<file path="config.mk">
export PLATFORM = sky130hd
export DESIGN_NAME = mp3_frame_sync_bitrate_detector
export DESIGN_NICKNAME = d
export VERILOG_FILES = /design/src/sv/mfsbd_pkg.sv /design/src/sv/mp3_frame_sync_bitrate_detector.sv /design/src/sv/mfsbd_queue.sv /design/src/sv/mfsbd_front.sv /design/src/sv/mfsbd_back.sv
export SDC_FILE = /design/constraint.sdc
export NUM_CORES = 1
export LEC_CHECK = 0
export ABC_AREA = 1
export CAP_MARGIN = 0
export CORE_AREA = 10 10 257 161
export CTS_CLUSTER_SIZE = 24
export DETAILED_ROUTE_END_ITERATION = 12
export DIE_AREA = 0 0 267 171
export DONT_BUFFER_PORTS = 1
export PLACE_DENSITY = 0.56
export SETUP_SLACK_MARGIN = 0.2
export SLEW_MARGIN = 20
export SYNTH_ARGS = -nofsm -noshare
export SYNTH_HDL_FRONTEND = slang
export SYNTH_SLANG_ARGS = --single-unit
</file>
<file path="constraint.sdc">
create_clock -name clk -period 6.5 [get_ports clk]
set_input_delay 0.65 -clock clk [delete_from_list [all_inputs] [get_ports clk]]
set_output_delay 0.65 -clock clk [all_outputs]
set_load 0.1 [all_outputs]
</file>
<file path="src/sv/mfsbd_pkg.sv">
// ----------------------------------------------------------------------------
// mfsbd_pkg
// Shared types, constants and the bitrate table for the frame sync detector.
// ----------------------------------------------------------------------------
package mfsbd_pkg;

    // Default width of the byte position counter
    localparam int POSITION_BITS_DEF = 29;

    // Width of the tag skip offset (four 7-bit synchsafe digits plus ten)
    localparam int OFFSET_BITS = 29;

    // Entries in the queue between front and back
    localparam int QUEUE_DEPTH = 2;

    // Configuration register indexes
    localparam int CFG_INDEX_BITS = 2;
    localparam logic [CFG_INDEX_BITS-1:0] CFG_DEFAULT_RATE = 2'd0;
    localparam logic [CFG_INDEX_BITS-1:0] CFG_MIN_RATE     = 2'd1;
    localparam logic [CFG_INDEX_BITS-1:0] CFG_MAX_RATE     = 2'd2;

    // Register reset values
    localparam logic [15:0] DEFAULT_RATE_RESET = 16'd12000;
    localparam logic [15:0] MIN_RATE_RESET     = 16'd4000;
    localparam logic [15:0] MAX_RATE_RESET     = 16'd64000;

    // Bytes per second for one kbps
    localparam logic [15:0] BYTES_PER_KBPS = 16'd125;

    // Tag prefix bytes
    localparam logic [15:0] TAG_PREFIX_HEAD = 16'h4944;
    localparam logic [7:0]  TAG_PREFIX_TAIL = 8'h33;

    // Header field codes
    localparam logic [1:0] VER_RESERVED = 2'd1;
    localparam logic [1:0] VER_MPEG1    = 2'd3;
    localparam logic [1:0] LAYER_RSVD   = 2'd0;
    localparam logic [1:0] LAYER_I      = 2'd3;
    localparam logic [1:0] LAYER_II     = 2'd2;
    localparam logic [3:0] IDX_FREE     = 4'd0;
    localparam logic [3:0] IDX_BAD      = 4'd15;

    localparam logic [8:0] KBPS_TABLE [2][3][16] = '{
        '{
            '{9'd0, 9'd32, 9'd64, 9'd96, 9'd128, 9'd160, 9'd192, 9'd224,
              9'd256, 9'd288, 9'd320, 9'd352, 9'd384, 9'd416, 9'd448, 9'd0},
            '{9'd0, 9'd32, 9'd48, 9'd56, 9'd64, 9'd80, 9'd96, 9'd112,
              9'd128, 9'd160, 9'd192, 9'd224, 9'd256, 9'd320, 9'd384, 9'd0},
            '{9'd0, 9'd32, 9'd40, 9'd48, 9'd56, 9'd64, 9'd80, 9'd96,
              9'd112, 9'd128, 9'd160, 9'd192, 9'd224, 9'd256, 9'd320, 9'd0}
        },
        '{
            '{9'd0, 9'd32, 9'd48, 9'd56, 9'd64, 9'd80, 9'd96, 9'd112,
              9'd128, 9'd144, 9'd160, 9'd176, 9'd192, 9'd224, 9'd256, 9'd0},
            '{9'd0, 9'd8, 9'd16, 9'd24, 9'd32, 9'd40, 9'd48, 9'd56,
              9'd64, 9'd80, 9'd96, 9'd112, 9'd128, 9'd144, 9'd160, 9'd0},
            '{9'd0, 9'd8, 9'd16, 9'd24, 9'd32, 9'd40, 9'd48, 9'd56,
              9'd64, 9'd80, 9'd96, 9'd112, 9'd128, 9'd144, 9'd160, 9'd0}
        }
    };

    typedef struct packed {
        logic [7:0] data_byte;
        logic       last_byte;
    } byte_item_t;

    typedef struct packed {
        logic [15:0] rate_bytes_per_sec;
        logic        header_found;
        logic [8:0]  table_kbps;
    } rate_item_t;

    // Work handed from front to back
    typedef struct packed {
        logic       found;
        logic [8:0] kbps;
    } job_t;

    typedef struct packed {
        logic [15:0] default_rate;
        logic [15:0] min_rate;
        logic [15:0] max_rate;
    } cfg_t;

    // Table kbps for a valid header, zero otherwise
    function automatic logic [8:0] header_kbps(input logic [31:0] hdr);
        logic [1:0] ver;
        logic [1:0] lay;
        logic [3:0] idx;
        logic       grp;
        logic [1:0] li;
        logic [8:0] res;
        ver = hdr[20:19];
        lay = hdr[18:17];
        idx = hdr[15:12];
        grp = (ver == VER_MPEG1) ? 1'b0 : 1'b1;
        li  = (lay == LAYER_I) ? 2'd0 : ((lay == LAYER_II) ? 2'd1 : 2'd2);
        if ((&hdr[31:21]) == 1'b0 || ver == VER_RESERVED || lay == LAYER_RSVD
            || idx == IDX_FREE || idx == IDX_BAD)
        begin
            res = 9'd0;
        end
        else
        begin
            res = KBPS_TABLE[grp][li][idx];
        end
        return res;
    endfunction

endpackage

</file>
<file path="src/sv/mp3_frame_sync_bitrate_detector.sv">
// ----------------------------------------------------------------------------
// mp3_frame_sync_bitrate_detector
// Finds the first MPEG audio frame header in a byte stream and reports its rate.
// ----------------------------------------------------------------------------
// Feed the file one byte per transaction on the byte channel, marking the final
// byte with last_byte. The block takes one byte every clock cycle; the byte
// channel stalls only when the two-entry job queue is full, which happens only
// while a finished result is held in the output register by rate_stall. Each
// file yields exactly one result transaction: the first valid frame header
// after any ID3 tag (its kbps times 125, clamped to min_rate then max_rate),
// the early header of a tagged file that ends before its last size byte, or
// default_rate when the file ends with no header. A result enters the queue
// when the byte deciding it is accepted, then moves into the output register;
// the latency is set by the queue and the single rate stage behind it.
// Write the configuration registers only while no file is in flight.
// ----------------------------------------------------------------------------
module mp3_frame_sync_bitrate_detector #(
    parameter int POSITION_BITS = mfsbd_pkg::POSITION_BITS_DEF
) (
    input  logic                                  clk,
    input  logic                                  rst_n,
    // Byte channel
    input  logic                                  byte_valid,
    output logic                                  byte_stall,
    input  mfsbd_pkg::byte_item_t                 byte_item,
    // Result channel
    output logic                                  rate_valid,
    input  logic                                  rate_stall,
    output mfsbd_pkg::rate_item_t                 rate_item,
    // Configuration write port
    input  logic                                  cfg_write,
    input  logic [mfsbd_pkg::CFG_INDEX_BITS-1:0]  cfg_index,
    input  logic [15:0]                           cfg_data
);
    import mfsbd_pkg::*;

    cfg_t cfg_reg;

    logic byte_accept;
    logic q_full;
    logic push;
    job_t push_job;
    logic job_valid;
    job_t job;
    logic pop;

    // Hold the byte channel whenever the queue cannot take another job
    assign byte_stall  = q_full;
    assign byte_accept = byte_valid && !q_full;

    // Configuration registers; indexes beyond the list are dropped
    always_ff @(posedge clk or negedge rst_n)
    begin
        if (!rst_n)
        begin
            cfg_reg.default_rate <= DEFAULT_RATE_RESET;
            cfg_reg.min_rate     <= MIN_RATE_RESET;
            cfg_reg.max_rate     <= MAX_RATE_RESET;
        end
        else if (cfg_write)
        begin
            unique case (cfg_index)
                CFG_DEFAULT_RATE: cfg_reg.default_rate <= cfg_data;
                CFG_MIN_RATE:     cfg_reg.min_rate     <= cfg_data;
                CFG_MAX_RATE:     cfg_reg.max_rate     <= cfg_data;
                default:          ;
            endcase
        end
    end

    // Front: stream tracking, tag skip and header spotting
    mfsbd_front #(
        .POSITION_BITS (POSITION_BITS)
    ) u_front (
        .clk      (clk),
        .rst_n    (rst_n),
        .accept   (byte_accept),
        .item     (byte_item),
        .push     (push),
        .push_job (push_job)
    );

    // Queue: decouple the front from a stalled result channel
    mfsbd_queue u_queue (
        .clk       (clk),
        .rst_n     (rst_n),
        .push      (push),
        .push_job  (push_job),
        .full      (q_full),
        .job_valid (job_valid),
        .pop       (pop),
        .job       (job)
    );

    // Back: rate scaling, clamping and the output register
    mfsbd_back u_back (
        .clk        (clk),
        .rst_n      (rst_n),
        .cfg        (cfg_reg),
        .job_valid  (job_valid),
        .job        (job),
        .pop        (pop),
        .rate_valid (rate_valid),
        .rate_stall (rate_stall),
        .rate_item  (rate_item)
    );

endmodule

</file>
<file path="src/sv/mfsbd_queue.sv">
// ----------------------------------------------------------------------------
// mfsbd_queue
// Short first-in first-out queue of jobs between front and back.
// ----------------------------------------------------------------------------
module mfsbd_queue (
    input  logic            clk,
    input  logic            rst_n,
    input  logic            push,
    input  mfsbd_pkg::job_t push_job,
    output logic            full,
    output logic            job_valid,
    input  logic            pop,
    output mfsbd_pkg::job_t job
);
    import mfsbd_pkg::*;

    localparam int PTR_W = (QUEUE_DEPTH > 1) ? $clog2(QUEUE_DEPTH) : 1;
    localparam int CNT_W = $clog2(QUEUE_DEPTH + 1);

    job_t             slot_reg [QUEUE_DEPTH];
    logic [PTR_W-1:0] wr_ptr_reg, wr_ptr_next;
    logic [PTR_W-1:0] rd_ptr_reg, rd_ptr_next;
    logic [CNT_W-1:0] count_reg, count_next;

    assign full      = (count_reg == CNT_W'(QUEUE_DEPTH));
    assign job_valid = (count_reg != '0);
    assign job       = slot_reg[rd_ptr_reg];

    always_comb
    begin
        wr_ptr_next = wr_ptr_reg;
        rd_ptr_next = rd_ptr_reg;
        count_next  = count_reg;
        if (push)
        begin
            wr_ptr_next = (wr_ptr_reg == PTR_W'(QUEUE_DEPTH - 1)) ? '0 : wr_ptr_reg + 1'b1;
        end
        if (pop)
        begin
            rd_ptr_next = (rd_ptr_reg == PTR_W'(QUEUE_DEPTH - 1)) ? '0 : rd_ptr_reg + 1'b1;
        end
        if (push && !pop)
        begin
            count_next = count_reg + 1'b1;
        end
        else if (pop && !push)
        begin
            count_next = count_reg - 1'b1;
        end
    end

    always_ff @(posedge clk or negedge rst_n)
    begin
        if (!rst_n)
        begin
            wr_ptr_reg <= '0;
            rd_ptr_reg <= '0;
            count_reg  <= '0;
        end
        else
        begin
            wr_ptr_reg <= wr_ptr_next;
            rd_ptr_reg <= rd_ptr_next;
            count_reg  <= count_next;
        end
    end

    // Payload slots need no reset
    always_ff @(posedge clk)
    begin
        if (push)
        begin
            slot_reg[wr_ptr_reg] <= push_job;
        end
    end

endmodule

</file>
<file path="src/sv/mfsbd_front.sv">
// ----------------------------------------------------------------------------
// mfsbd_front
// Tracks the byte stream, skips the tag, spots the first frame header.
// ----------------------------------------------------------------------------
module mfsbd_front #(
    parameter int POSITION_BITS = mfsbd_pkg::POSITION_BITS_DEF
) (
    input  logic                   clk,
    input  logic                   rst_n,
    input  logic                   accept,
    input  mfsbd_pkg::byte_item_t  item,
    output logic                   push,
    output mfsbd_pkg::job_t        push_job
);
    import mfsbd_pkg::*;

    localparam int CMP_W = (POSITION_BITS > OFFSET_BITS) ? POSITION_BITS : OFFSET_BITS;

    logic [POSITION_BITS-1:0] pos_reg, pos_next;
    logic [23:0]              win_reg, win_next;
    logic                     tag_reg, tag_next;
    logic [OFFSET_BITS-1:0]   offset_reg, offset_next;
    logic                     given_reg, given_next;
    logic                     early_valid_reg, early_valid_next;
    logic [8:0]               early_kbps_reg, early_kbps_next;

    logic [7:0]  b;
    logic [8:0]  kbps;
    logic        emit_now;
    logic        past_offset;
    logic [CMP_W-1:0] scan_pos;

    assign b        = item.data_byte;
    assign kbps     = header_kbps({win_reg, b});
    assign scan_pos = CMP_W'(pos_reg) - CMP_W'(3);

    always_comb
    begin
        tag_next         = tag_reg;
        offset_next      = offset_reg;
        early_valid_next = early_valid_reg;
        early_kbps_next  = early_kbps_reg;
        emit_now         = 1'b0;
        past_offset      = 1'b0;

        if (!given_reg)
        begin
            if (pos_reg == POSITION_BITS'(2) && win_reg[15:0] == TAG_PREFIX_HEAD
                && b == TAG_PREFIX_TAIL)
            begin
                tag_next = 1'b1;
            end
            // Gather the synchsafe size, seven bits a byte
            if (tag_next && pos_reg >= POSITION_BITS'(6) && pos_reg <= POSITION_BITS'(9))
            begin
                offset_next = {offset_reg[OFFSET_BITS-8:0], b[6:0]};
            end
            if (tag_next && pos_reg == POSITION_BITS'(9))
            begin
                offset_next      = offset_next + OFFSET_BITS'(10);
                early_valid_next = 1'b0;
            end
            past_offset = (scan_pos >= CMP_W'(offset_next));
            if (pos_reg >= POSITION_BITS'(3) && kbps != 9'd0)
            begin
                if (!tag_next)
                begin
                    emit_now = 1'b1;
                end
                else if (pos_reg <= POSITION_BITS'(8))
                begin
                    if (!early_valid_reg)
                    begin
                        early_valid_next = 1'b1;
                        early_kbps_next  = kbps;
                    end
                end
                else if (pos_reg >= POSITION_BITS'(10) && past_offset)
                begin
                    emit_now = 1'b1;
                end
            end
        end

        given_next = given_reg | emit_now;
        win_next   = {win_reg[15:0], b};
        pos_next   = (&pos_reg) ? pos_reg : pos_reg + 1'b1;
    end

    // One job per file: the header when found, else the held or default answer
    assign push = accept && !given_reg && (emit_now || item.last_byte);

    always_comb
    begin
        if (emit_now)
        begin
            push_job = '{found: 1'b1, kbps: kbps};
        end
        else if (early_valid_next)
        begin
            push_job = '{found: 1'b1, kbps: early_kbps_next};
        end
        else
        begin
            push_job = '{found: 1'b0, kbps: 9'd0};
        end
    end

    always_ff @(posedge clk or negedge rst_n)
    begin
        if (!rst_n)
        begin
            pos_reg         <= '0;
            win_reg         <= '0;
            tag_reg         <= 1'b0;
            offset_reg      <= '0;
            given_reg       <= 1'b0;
            early_valid_reg <= 1'b0;
            early_kbps_reg  <= '0;
        end
        else if (accept)
        begin
            if (item.last_byte)
            begin
                pos_reg         <= '0;
                win_reg         <= '0;
                tag_reg         <= 1'b0;
                offset_reg      <= '0;
                given_reg       <= 1'b0;
                early_valid_reg <= 1'b0;
                early_kbps_reg  <= '0;
            end
            else
            begin
                pos_reg         <= pos_next;
                win_reg         <= win_next;
                tag_reg         <= tag_next;
                offset_reg      <= offset_next;
                given_reg       <= given_next;
                early_valid_reg <= early_valid_next;
                early_kbps_reg  <= early_kbps_next;
            end
        end
    end

endmodule

</file>
<file path="src/sv/mfsbd_back.sv">
// ----------------------------------------------------------------------------
// mfsbd_back
// Turns a job into a clamped byte rate and holds it in the output register.
// ----------------------------------------------------------------------------
module mfsbd_back (
    input  logic                  clk,
    input  logic                  rst_n,
    input  mfsbd_pkg::cfg_t       cfg,
    input  logic                  job_valid,
    input  mfsbd_pkg::job_t       job,
    output logic                  pop,
    output logic                  rate_valid,
    input  logic                  rate_stall,
    output mfsbd_pkg::rate_item_t rate_item
);
    import mfsbd_pkg::*;

    logic       out_valid_reg, out_valid_next;
    rate_item_t out_reg, out_next;
    logic [15:0] product;
    logic [15:0] clamped;

    // kbps tops out at 448, so the product fits in 16 bits
    assign product = 16'(job.kbps) * BYTES_PER_KBPS;

    always_comb
    begin
        if (product < cfg.min_rate)
        begin
            clamped = cfg.min_rate;
        end
        else if (product > cfg.max_rate)
        begin
            clamped = cfg.max_rate;
        end
        else
        begin
            clamped = product;
        end
    end

    assign pop = job_valid && (!out_valid_reg || !rate_stall);

    always_comb
    begin
        out_valid_next = out_valid_reg;
        out_next       = out_reg;
        if (out_valid_reg && !rate_stall)
        begin
            out_valid_next = 1'b0;
        end
        if (pop)
        begin
            out_valid_next = 1'b1;
            if (job.found)
            begin
                out_next = '{rate_bytes_per_sec: clamped, header_found: 1'b1,
                             table_kbps: job.kbps};
            end
            else
            begin
                out_next = '{rate_bytes_per_sec: cfg.default_rate, header_found: 1'b0,
                             table_kbps: 9'd0};
            end
        end
    end

    always_ff @(posedge clk or negedge rst_n)
    begin
        if (!rst_n)
        begin
            out_valid_reg <= 1'b0;
        end
        else
        begin
            out_valid_reg <= out_valid_next;
        end
    end

    always_ff @(posedge clk)
    begin
        out_reg <= out_next;
    end

    assign rate_valid = out_valid_reg;
    assign rate_item  = out_reg;

endmodule

</file>
==> metrics.txt <==
largest net degree at the start of global routing=about 130; Worst Path Arrival=~6.3 ns; Final HPWL DP=around 33000 um; gr usage total=about a fifth; Post-synth EDFFs=between 40 and 50; Vias=13000; synth unique cells=60; met1 usage=32.1%; CP Capture Type=flop; status=completed; Cell Rows=55; reg2reg path depth=32; Fill cells=3657; TritonRoute pass-1 iters=8; FF-to-FF Start=u_queue.rd_ptr_reg; Final period util=between 90% and 100%; CTS tree=done; CP Max Fanout=8; main flop type after synthesis=dfrtp_1; synthesized net count=between 2000 and 2500; syn avg cell area=7.62 um2; Avg WL per Cell=18.2 um; CP Class=flop to flop; Port-buffer cells=0; most frequent cells in the layout=nand2_1, inv_1, nor2_1; ANT nets after route=0; Critical Path End=u_back.rate_item[16]; P&R area growth vs syn=13.2%; hold crit path type=primary input to asynchronous set/reset pin; Least-Margin Pin Slew=roughly 1.1 ns; Max-cap violations=0; r2r endpoint=u_back.rate_item[16]; CP Launch Point=u_queue.rd_ptr_reg; Boundary Pins=60; Max stage delay on crit path=0.59 ns; endpoints failing setup=0; Total Nets Final=roughly 2100; CTS Buffer Depth=2; WP data required=6.72 ns; Via density=5.36; DRC=0; CTS Buf Count=17; Placer Congestion=0.956; FF/Latch Area=5080 um2; Synth Instances=~1900; FF+latch count, synth=193; Period minus WS final=between 6 and 7 ns; clock skew=0.0128 ns; crit start category=flop; chip width=267 um; met3 Track Usage GR=3.48%; most common cell after layout, fill and taps aside=nand2_1; CTS sink cnt=a little under 200; area of the multi-input gates=8320 um2; RSZ-0062 raised after global routing=yes; antenna violations before repair=1; Slew Limit Headroom=25.2%; setup TNS=0 ns; Initial Util=39.1%; Reg2Reg Setup Slack=0.41 ns; Die ar.=45700 um2; Post-synth ARST share=between 70% and 80%; first-pass GRT wire length=68800 um; core region area=~37000 um2; vias in the first global route=11800; register area share after synthesis=between 30% and 40%; Fmax achieved=0.164 GHz; chip height=171 um; layout cell share with drive strength beyond 1=12.9%; final WL=44100 um; Clock Tree Root=clkbuf_16; GRT overflow=0; DRT iter0 DRCs=1294; most used cell, CP=inv_2; met2 capacity usage during global routing=24.3%; Final Hold Vio Count=0; most used routing layer=met1; slowest CP cell=fa_1; Clock transition at path regs=0.08 ns; Slew Viols, Final=0; worst skew pair latency=0.47 ns; Largest register FFs=48; synth warn=0; Cell Area, Synth=14400 um2; H-tree Lvls=4
## cell families (layout without fill, tap and decap cells)
family / after synthesis / count (layout) / synth area share (%)
buffers and inverters: 329 / 380 / 9.23
xor gates and xnor gates: 58 / 58 / 3.58
and+or+nand+nor: 851 / 851 / 26.2
other: 0 / 1 / 0
adders and majority gates: 136 / 136 / 13.2
DFF: 193 / 193 / 35.3
AOI/OAI and AO/OA: 323 / 323 / 12.6
## stage by stage
| stage | setup slack (ns) | hold WS [ns] | cell area, um2 | std cells | util, % |
|---|---|---|---|---|---|
| after global routing | 0.0122 | 0.000285 | 16300 | 2426 | 44.2 |
| after floorplan | 0.312 | 0.354 | 14400 | 1890 | - |
| after global placement | 0.0415 | 0.363 | 15000 | 2359 | 40.7 |
| after CTS | 0.196 | 0.00562 | 15900 | 2408 | 43.2 |
| after detailed placement | -0.104 | 0.363 | 15000 | 2359 | 40.7 |
| final | 0.406 | 0.0277 | 16300 | 2426 | 44.2 |
## metal layers
| metal | part of all wire (%) | up-vias | wire length (um) |
|---|---|---|---|
| met5 | 0 | - | 0 |
| li1 | - | 6319 | - |
| met3 | 8.4 | 23 | 3730 |
| met2 | 37 | 481 | 16400 |
| met1 | 53 | 6185 | 23600 |
| met4 | 0.89 | 0 | 393 |
## area by class of cell
class	count	area share [%]
multi-input combinational	1368	51.0
sequential	193	31.2
inverter	279	6.44
timing repair buffer	69	3.78
tap	484	3.71
clock buffer	17	2.61
clock inverter	15	1.26
antenna	1	0.0153
## worst max-delay path: cells and delay by family, from the launching register on
family,cells,cell delay [ns]
simple gates,7,0.88
buf+inv,10,0.93
flops,1,0.36
compound gates,8,0.76
xor+xnor,1,0.26
fa+ha+maj,6,2.63
## timing repair
| action | CTS | global route |
|---|---|---|
| endpoints found under the setup margin | 16 | 17 |
| gates cloned | 1 | 1 |
| hold buffers | 2 | 1 |
| setup buffers | 14 | 15 |
| pin swaps | 11 | 34 |
| gates resized for setup | 28 | 68 |
| hold endpoints to repair | 128 | 1 |
## worst min path at each step
stage	start	to	slack, ns
after floorplan	rst_n	cfg_reg[0]	0.35
after global placement	rst_n	cfg_reg[30]	0.36
after detailed placement	rst_n	cfg_reg[46]	0.36
after CTS	rst_n	cfg_reg[12]	0.006
after global routing	rst_n	cfg_reg[26]	0.0003
final	rst_n	cfg_reg[26]	0.03
## Yosys cell counts, drive strengths merged, types with 9 or more instances
| cell | instances | area (um2) |
|---|---|---|
| a21oi | 69 | 357 |
| buf | 21 | 168 |
| clkbuf | 28 | 105 |
| dfrtp | 128 | 3200 |
| dfstp | 19 | 499 |
| edfxtp | 46 | 1380 |
| fa | 26 | 521 |
| ha | 110 | 1380 |
| inv | 274 | 1030 |
| nand2 | 429 | 1670 |
| nand3 | 100 | 521 |
| nand4 | 52 | 325 |
| nor2 | 199 | 827 |
| nor3 | 43 | 246 |
| nor4 | 12 | 75.1 |
| o211ai | 14 | 105 |
| o21ai | 182 | 930 |
| o22ai | 26 | 169 |
| or2 | 9 | 56.3 |
| xnor2 | 9 | 78.8 |
| xor2 | 49 | 437 |
Power is left out: the tool's default activity adds up to more than one toggle a clock period on the data nets, which glitch-free logic cannot reach.
